$ cat config.mk
export PLATFORM = sky130hd
export DESIGN_NAME = progression_segment_encoder
export DESIGN_NICKNAME = d
export VERILOG_FILES = /design/src/rtl/core/pse_pkg.sv /design/src/rtl/core/progression_segment_encoder.sv /design/src/rtl/core/pse_queue.sv
export SDC_FILE = /design/constraint.sdc
export NUM_CORES = 2
export LEC_CHECK = 0
export BUFFER_PORTS_ARGS = -buffer_cell sky130_fd_sc_hd__buf_2
export CAP_MARGIN = 20
export CORE_MARGIN = 2
export CORE_UTILIZATION = 45
export CTS_CLUSTER_DIAMETER = 60
export DETAILED_ROUTE_END_ITERATION = 8
export PLACE_DENSITY_LB_ADDON = 0.05
export RECOVER_POWER = 50
export SLEW_MARGIN = 20
export SYNTH_ARGS = -nofsm -noshare
export SYNTH_HDL_FRONTEND = slang
export SYNTH_SLANG_ARGS = --single-unit
$ cat constraint.sdc
create_clock -name clock -period 11.3 [get_ports clock]
set_input_delay 0 -clock clock [delete_from_list [all_inputs] [get_ports clock]]
set_output_delay 0 -clock clock [all_outputs]
set_load 0.03 [all_outputs]
$ cat src/rtl/core/pse_pkg.sv
`default_nettype none
package pse_pkg;

   localparam int KEY_BITS   = 32;
   localparam int INDEX_BITS = 48;

   // result queue depth, room for two results of one request plus slack
   localparam int QUEUE_DEPTH = 4;
   localparam int QUEUE_AW    = $clog2(QUEUE_DEPTH);

   typedef struct packed {
      logic                         single_entry;
      logic signed [KEY_BITS-1:0]   key_first;
      logic signed [KEY_BITS-1:0]   key_final;
      logic signed [KEY_BITS-1:0]   key_stride;
      logic        [INDEX_BITS-1:0] index_first;
      logic        [INDEX_BITS-1:0] index_final;
      logic signed [INDEX_BITS-1:0] index_stride;
      logic                         line_done;
   } result_type;

endpackage
`default_nettype wire

$ cat src/rtl/core/progression_segment_encoder.sv
`default_nettype none
// Packs a line of (key, file index) pairs into arithmetic-progression segments.
// Request channel: req_valid/req_stall with one pair per request, req_end_of_line
// on the last pair of a line. Response channel: rsp_valid/rsp_stall, one
// segment per response; rsp_line_done marks the last segment of the line and
// rsp_single_entry a line of one pair.
// Each request is evaluated in the cycle it is accepted against the open
// segment registers (two subtracts, two adds, two compares) and its results are
// written to a four-entry result queue, from whose registers responses are read.
// A request gives zero, one or two responses; the queue drains one per cycle while rsp_stall is low.
// Throughput is one request per cycle while the queue has room for two
// results; req_stall rises when it holds three or more.
// When the receiver stalls, the queue fills and then req_stall is raised;
// nothing is dropped and the shown response holds.
// Reset empties the queue and returns the encoder to the start of a line.
module progression_segment_encoder (
   input  wire                                   clock,
   input  wire                                   reset,
   input  wire                                   req_valid,
   output logic                                  req_stall,
   input  wire  signed [pse_pkg::KEY_BITS-1:0]   req_key,
   input  wire         [pse_pkg::INDEX_BITS-1:0] req_file_index,
   input  wire                                   req_end_of_line,
   output logic                                  rsp_valid,
   input  wire                                   rsp_stall,
   output logic                                  rsp_single_entry,
   output logic signed [pse_pkg::KEY_BITS-1:0]   rsp_key_first,
   output logic signed [pse_pkg::KEY_BITS-1:0]   rsp_key_final,
   output logic signed [pse_pkg::KEY_BITS-1:0]   rsp_key_stride,
   output logic        [pse_pkg::INDEX_BITS-1:0] rsp_index_first,
   output logic        [pse_pkg::INDEX_BITS-1:0] rsp_index_final,
   output logic signed [pse_pkg::INDEX_BITS-1:0] rsp_index_stride,
   output logic                                  rsp_line_done
);
   import pse_pkg::*;

   localparam logic [1:0] PS_START = 2'd0;
   localparam logic [1:0] PS_ONE   = 2'd1;
   localparam logic [1:0] PS_OPEN  = 2'd2;

   logic [1:0]            pairs_seen_ff, pairs_seen_in;
   logic [KEY_BITS-1:0]   key_first_ff, key_first_in;
   logic [KEY_BITS-1:0]   key_final_ff, key_final_in;
   logic [KEY_BITS-1:0]   key_stride_ff, key_stride_in;
   logic [INDEX_BITS-1:0] index_first_ff, index_first_in;
   logic [INDEX_BITS-1:0] index_final_ff, index_final_in;
   logic [INDEX_BITS-1:0] index_stride_ff, index_stride_in;

   logic                  accept;
   logic                  room_two;
   logic [KEY_BITS-1:0]   key_diff;
   logic [INDEX_BITS-1:0] index_diff;
   logic                  on_track;
   logic [1:0]            push_count;
   result_type            push_data0, push_data1, seg_now, seg_old, pop_data;

   assign req_stall = !room_two;
   assign accept    = req_valid && room_two;

   assign key_diff   = req_key - key_final_ff;
   assign index_diff = req_file_index - index_final_ff;
   // a pair stays on the progression when it is one stride past the final
   assign on_track   = (req_key == key_final_ff + key_stride_ff) &&
                       (req_file_index == index_final_ff + index_stride_ff);

   always_comb begin
      pairs_seen_in   = pairs_seen_ff;
      key_first_in    = key_first_ff;
      key_final_in    = key_final_ff;
      key_stride_in   = key_stride_ff;
      index_first_in  = index_first_ff;
      index_final_in  = index_final_ff;
      index_stride_in = index_stride_ff;
      push_count      = 2'd0;

      seg_old = '{single_entry: 1'b0, key_first: key_first_ff, key_final: key_final_ff,
                  key_stride: key_stride_ff, index_first: index_first_ff,
                  index_final: index_final_ff, index_stride: index_stride_ff,
                  line_done: 1'b0};
      push_data0 = seg_old;
      push_data1 = seg_old;

      if (accept) begin
         unique case (pairs_seen_ff)
            PS_START: begin
               key_first_in    = req_key;
               key_final_in    = req_key;
               key_stride_in   = '0;
               index_first_in  = req_file_index;
               index_final_in  = req_file_index;
               index_stride_in = '0;
               pairs_seen_in   = PS_ONE;
            end
            PS_ONE: begin
               key_stride_in   = key_diff;
               index_stride_in = index_diff;
               key_final_in    = req_key;
               index_final_in  = req_file_index;
               pairs_seen_in   = PS_OPEN;
            end
            default: begin
               key_final_in   = req_key;
               index_final_in = req_file_index;
               pairs_seen_in  = PS_OPEN;
               if (!on_track) begin
                  key_stride_in   = key_diff;
                  index_stride_in = index_diff;
                  key_first_in    = req_key;
                  index_first_in  = req_file_index;
                  push_count      = 2'd1;
               end
            end
         endcase
      end

      seg_now = '{single_entry: 1'b0, key_first: key_first_in, key_final: key_final_in,
                  key_stride: key_stride_in, index_first: index_first_in,
                  index_final: index_final_in, index_stride: index_stride_in,
                  line_done: 1'b1};

      if (accept && req_end_of_line) begin
         pairs_seen_in = PS_START;
         if (pairs_seen_ff == PS_START) begin
            push_data0 = '{single_entry: 1'b1, key_first: req_key, key_final: '0,
                           key_stride: '0, index_first: req_file_index,
                           index_final: '0, index_stride: '0, line_done: 1'b1};
            push_count = 2'd1;
         end else if (push_count == 2'd1) begin
            // broken progression on the last pair: closed segment, then the new one
            push_data1 = seg_now;
            push_count = 2'd2;
         end else begin
            push_data0 = seg_now;
            push_count = 2'd1;
         end
      end
   end

   always_ff @(posedge clock) begin
      if (reset) begin
         pairs_seen_ff <= PS_START;
      end else begin
         pairs_seen_ff <= pairs_seen_in;
      end
   end

   always_ff @(posedge clock) begin
      key_first_ff    <= key_first_in;
      key_final_ff    <= key_final_in;
      key_stride_ff   <= key_stride_in;
      index_first_ff  <= index_first_in;
      index_final_ff  <= index_final_in;
      index_stride_ff <= index_stride_in;
   end

   pse_queue u_queue (
      .clock      (clock),
      .reset      (reset),
      .push_count (push_count),
      .push_data0 (push_data0),
      .push_data1 (push_data1),
      .room_two   (room_two),
      .pop_valid  (rsp_valid),
      .pop_stall  (rsp_stall),
      .pop_data   (pop_data)
   );

   assign rsp_single_entry = pop_data.single_entry;
   assign rsp_key_first    = pop_data.key_first;
   assign rsp_key_final    = pop_data.key_final;
   assign rsp_key_stride   = pop_data.key_stride;
   assign rsp_index_first  = pop_data.index_first;
   assign rsp_index_final  = pop_data.index_final;
   assign rsp_index_stride = pop_data.index_stride;
   assign rsp_line_done    = pop_data.line_done;

endmodule
`default_nettype wire

$ cat src/rtl/core/pse_queue.sv
`default_nettype none
module pse_queue (
   input  wire                       clock,
   input  wire                       reset,
   input  wire  [1:0]                push_count,
   input  wire  pse_pkg::result_type push_data0,
   input  wire  pse_pkg::result_type push_data1,
   output logic                      room_two,
   output logic                      pop_valid,
   input  wire                       pop_stall,
   output pse_pkg::result_type       pop_data
);
   import pse_pkg::*;

   result_type            entry_ff [QUEUE_DEPTH];
   logic [QUEUE_AW-1:0]   wr_ptr_ff, wr_ptr_in;
   logic [QUEUE_AW-1:0]   rd_ptr_ff, rd_ptr_in;
   logic [QUEUE_AW:0]     count_ff, count_in;
   logic [QUEUE_AW-1:0]   wr_ptr_next;
   logic                  pop;

   assign wr_ptr_next = wr_ptr_ff + QUEUE_AW'(1);
   assign pop         = pop_valid && !pop_stall;
   assign pop_valid   = (count_ff != '0);
   assign pop_data    = entry_ff[rd_ptr_ff];
   assign room_two    = (count_ff <= (QUEUE_AW+1)'(QUEUE_DEPTH - 2));

   always_comb begin
      wr_ptr_in = wr_ptr_ff + QUEUE_AW'(push_count);
      rd_ptr_in = pop ? rd_ptr_ff + QUEUE_AW'(1) : rd_ptr_ff;
      count_in  = count_ff + (QUEUE_AW+1)'(push_count) - (QUEUE_AW+1)'(pop);
   end

   always_ff @(posedge clock) begin
      if (reset) begin
         wr_ptr_ff <= '0;
         rd_ptr_ff <= '0;
         count_ff  <= '0;
      end else begin
         wr_ptr_ff <= wr_ptr_in;
         rd_ptr_ff <= rd_ptr_in;
         count_ff  <= count_in;
      end
   end

   always_ff @(posedge clock) begin
      if (push_count != 2'd0) begin
         entry_ff[wr_ptr_ff] <= push_data0;
      end
      if (push_count == 2'd2) begin
         entry_ff[wr_ptr_next] <= push_data1;
      end
   end

endmodule
`default_nettype wire
==> flow_summary_export.csv <==
group,metric,value,unit
pwr,p_comb_frac,0.412,
timing,setup-violations-final,0,
die,die_x,391,microns
synthesis,synth_top_area_frac,0.430,
timing,tightest_slew,4.16,ns
setup_path,cp_max_fo,29,
timing,timing.final.crit_share,0.873,
timing,fmax,0.101,GHz
synthesis,synthCells,5850,
setup_path,critPathArrivalTime,10.48,ns
finish,num-fill-cells,13200,
placement,dpl.hpwl,185,mm
cts,cts_tree,"done",
detailed_routing,wl_per_cell,34.8,microns
pwr,clock_power_share,0.250,
placement,place_congestion,1.05,
detailed_routing,initialDrtViolationCount,6456,
timing,finClkSkew,0.0451,ns
timing,min_period,9.86,ns
worst_hold_path,min_path_type,"in -> reg",
worst_hold_path,worstHoldPathCells,3,
detailed_routing,routed_via_density,6.74,
pwr,switching_share,0.433,
pwr,p_seq_frac,0.338,
pwr,p_per_area,244,nW/um^2
timing,worst_slack,1.44,ns
synthesis,seq_area_frac_synth,0.506,
synthesis,synth_nets,6100,
timing,rsz0062_at_grt,"no",
timing,slew_headroom,-1.77,
pwr,leakage,25.0,nW
setup_path,worstSetupPathType,"reg -> reg",
outcome,violations,"capacitance limit, slew limit",
finish,instances_no_fill,8075,
global_routing,antenna_found_initial,14,
timing,setup_tns,0,ns
timing,drv_slew,1225,
global_routing,grt_max_degree,125,
synthesis,synthTopCellsByArea,"edfxtp_1 43%, mux4_2 8.1%, dfxtp_1 7.6%",
setup_path,critical_path_required,11.91,ns
die,die_h,391,microns
die,coreArea,148000,sq um
cts,clock_path_buffers,3,
global_routing,grtUsageTotal,0.359,
cts,ctsRootBufferMaster,"clkbuf_16",
detailed_routing,drc,0,
setup_path,rr_worst_depth,17,
die,io_pins,329,
synthesis,synth_edf_count,964,
placement,pre_cts_ws,3.42,ns
finish,drive_above_1_share,0.125,
global_routing,overflow,0,
cts,numCtsBuffers,142,
pwr,p_sw,0.00797,W
synthesis,synth_top_area_cell,"edfxtp_1",
placement,dp.cells,7717,
synthesis,yosysMostFrequentCell,"edfxtp_1",
detailed_routing,drt-total-wl,281,mm
setup_path,critPathLaunchType,"flip-flop",
detailed_routing,firstDrtPassIters,7,
detailed_routing,routed-via-count,54400,
cts,cts_sinks,1219,
timing,holdWs,0.129,ns
detailed_routing,final_antenna_net_count,0,
finish,syn_to_final_growth,11.9,%
pwr,intPower,0.0104,W
synthesis,synthFlopType,"edfxtp_1",
synthesis,yosys_warnings,0,
synthesis,ys_async_sr_fraction,0,
global_routing,grt_pass1_wl,392,mm
die,rows,141,
run,cap_violations,28,
outcome,outcome,"complete, but fails checks",
finish,final_nets,6268,
global_routing,grt_pass1_vias,51900,
timing,finalHoldViolCount,0,
placement,port_buffers,328,
die,die-area,153000,sq um
synthesis,ys_seq_elements,1219,
synthesis,avgSynthCellArea,11.5,sq um
pwr,irDropWorstVdd,150,uV
cts,path_clk_slew,0.06,ns
setup_path,crit_path_end_kind,"flip-flop",
synthesis,synth_area,67300,sq um
cts,h-tree-depth,4,
synthesis,synth_commonest_cells,"964 x edfxtp_1, 669 x nand2_1, 408 x a22o_1, 329 x clkbuf_1, 299 x o21ai_0",
die,start_util,0.454,
synthesis,ys_types,112,
cts,clock_latency,0.79,ns
power groups by stage:
stage               Sequential, W  Clock (W)  Combinational, W
floorplan                 0.00597          0           0.00494
global placement          0.00627          0           0.00752
detailed placement        0.00629          0           0.00748
CTS                       0.00620    0.00464           0.00754
global route              0.00628    0.00480           0.00794
finish                    0.00622    0.00459           0.00759
cell type report:
class                           instances  area, sq um  area share
Inverter                              233          875      0.0116
Tap cell                             1930         2410      0.0321
Clock inverter                         57          626     0.00831
Clock buffer                          204         3990      0.0530
Sequential cell                      1219        34100       0.452
Antenna cell                           10         25.0    0.000332
Timing Repair Buffer                  511         2900      0.0385
Multi-Input combinational cell       3911        30400       0.404
cell usage in the layout, fill, tap and decap left out, types with 165 or more instances in the layout:
cell type	count
a21oi_1	244
a22o_1	408
a22oi_1	165
clkbuf_1	305
dfxtp_1	254
edfxtp_1	964
inv_1	233
mux4_2	242
nand2_1	658
nor2_1	228
o21ai_0	303
o221ai_1	197
metal layers:
metal,routed length (microns),GRT usage,vias up
li1,-,-,23300
met1,110000,0.469,27400
met2,130000,0.575,3076
met3,23400,0.0554,658
met4,17500,0.196,10
met5,62,0,-
stage by stage:
step	total power [W]	cell area [sq um]	utilization
final	0.0184	75300	0.509
after global routing	0.0190	75300	0.509
after CTS	0.0184	75800	0.512
after detailed placement	0.0138	70400	0.475
after global placement	0.0138	70400	0.475
after floorplan	0.0109	67300	-
state kept, by name, summed over array words and instances (netlist names), named ones only:
register,count
index_final_ff,48
index_first_ff,48
index_stride_ff,48
key_final_ff,32
key_first_ff,32
key_stride_ff,32
pairs_seen_ff,2
u_queue.count_ff,3
u_queue.entry_ff,968
u_queue.rd_ptr_ff,2
u_queue.wr_ptr_ff,2
worst max-delay path: stages, from the launching register on:
cell	delay, ns
dfxtp_1	0.46
ha_1	0.24
inv_1	0.07
fa_1	0.39
nand2b_1	0.18
a211o_1	0.38
a21oi_1	0.46
xnor2_1	0.21
a2111oi_0	0.98
nand4_1	0.16
nand4b_1	0.21
nor4_1	0.49
nand4_1	0.37
nor3_1	0.31
a21oi_1	0.24
o21ai_1	2.26
clkbuf_1	1.84
a22o_1	0.39
final timing paths:
check | from | to | slack, ns
max | key_final_ff[0] | u_queue.entry_ff[0][183] | 1.44
min | reset | pairs_seen_ff[0] | 0.13
max reg2reg | key_final_ff[0] | u_queue.entry_ff[0][183] | 1.44
min reg2reg | u_queue.entry_ff[0][241] | u_queue.entry_ff[0][241] | 0.47
what timing repair did:
action / 4_1_cts / 5_1_grt
setup buffers: 0 / 0
gates resized for setup: 0 / 0
hold buffers: 87 / 0
hold endpoints to repair: 774 / 0
setup endpoints to repair: 0 / 0
logic make-up (layout without fill, tap and decap cells):
| logic type | count (synthesis) | in the layout | share of synthesized area |
|---|---|---|---|
| multiplexers | 341 | 341 | 0.0978 |
| flip-flops | 1219 | 1219 | 0.506 |
| AO/OA/AOI/OAI | 1927 | 1927 | 0.211 |
| other | 0 | 10 | 0 |
| buffers and inverters | 720 | 1005 | 0.0438 |
| AND/OR/NAND/NOR | 1297 | 1297 | 0.0864 |
| adder cells (fa/ha/maj) | 165 | 165 | 0.0313 |
| XOR/XNOR | 181 | 181 | 0.0237 |
Note: power is estimated with default switching activity, not from simulation.
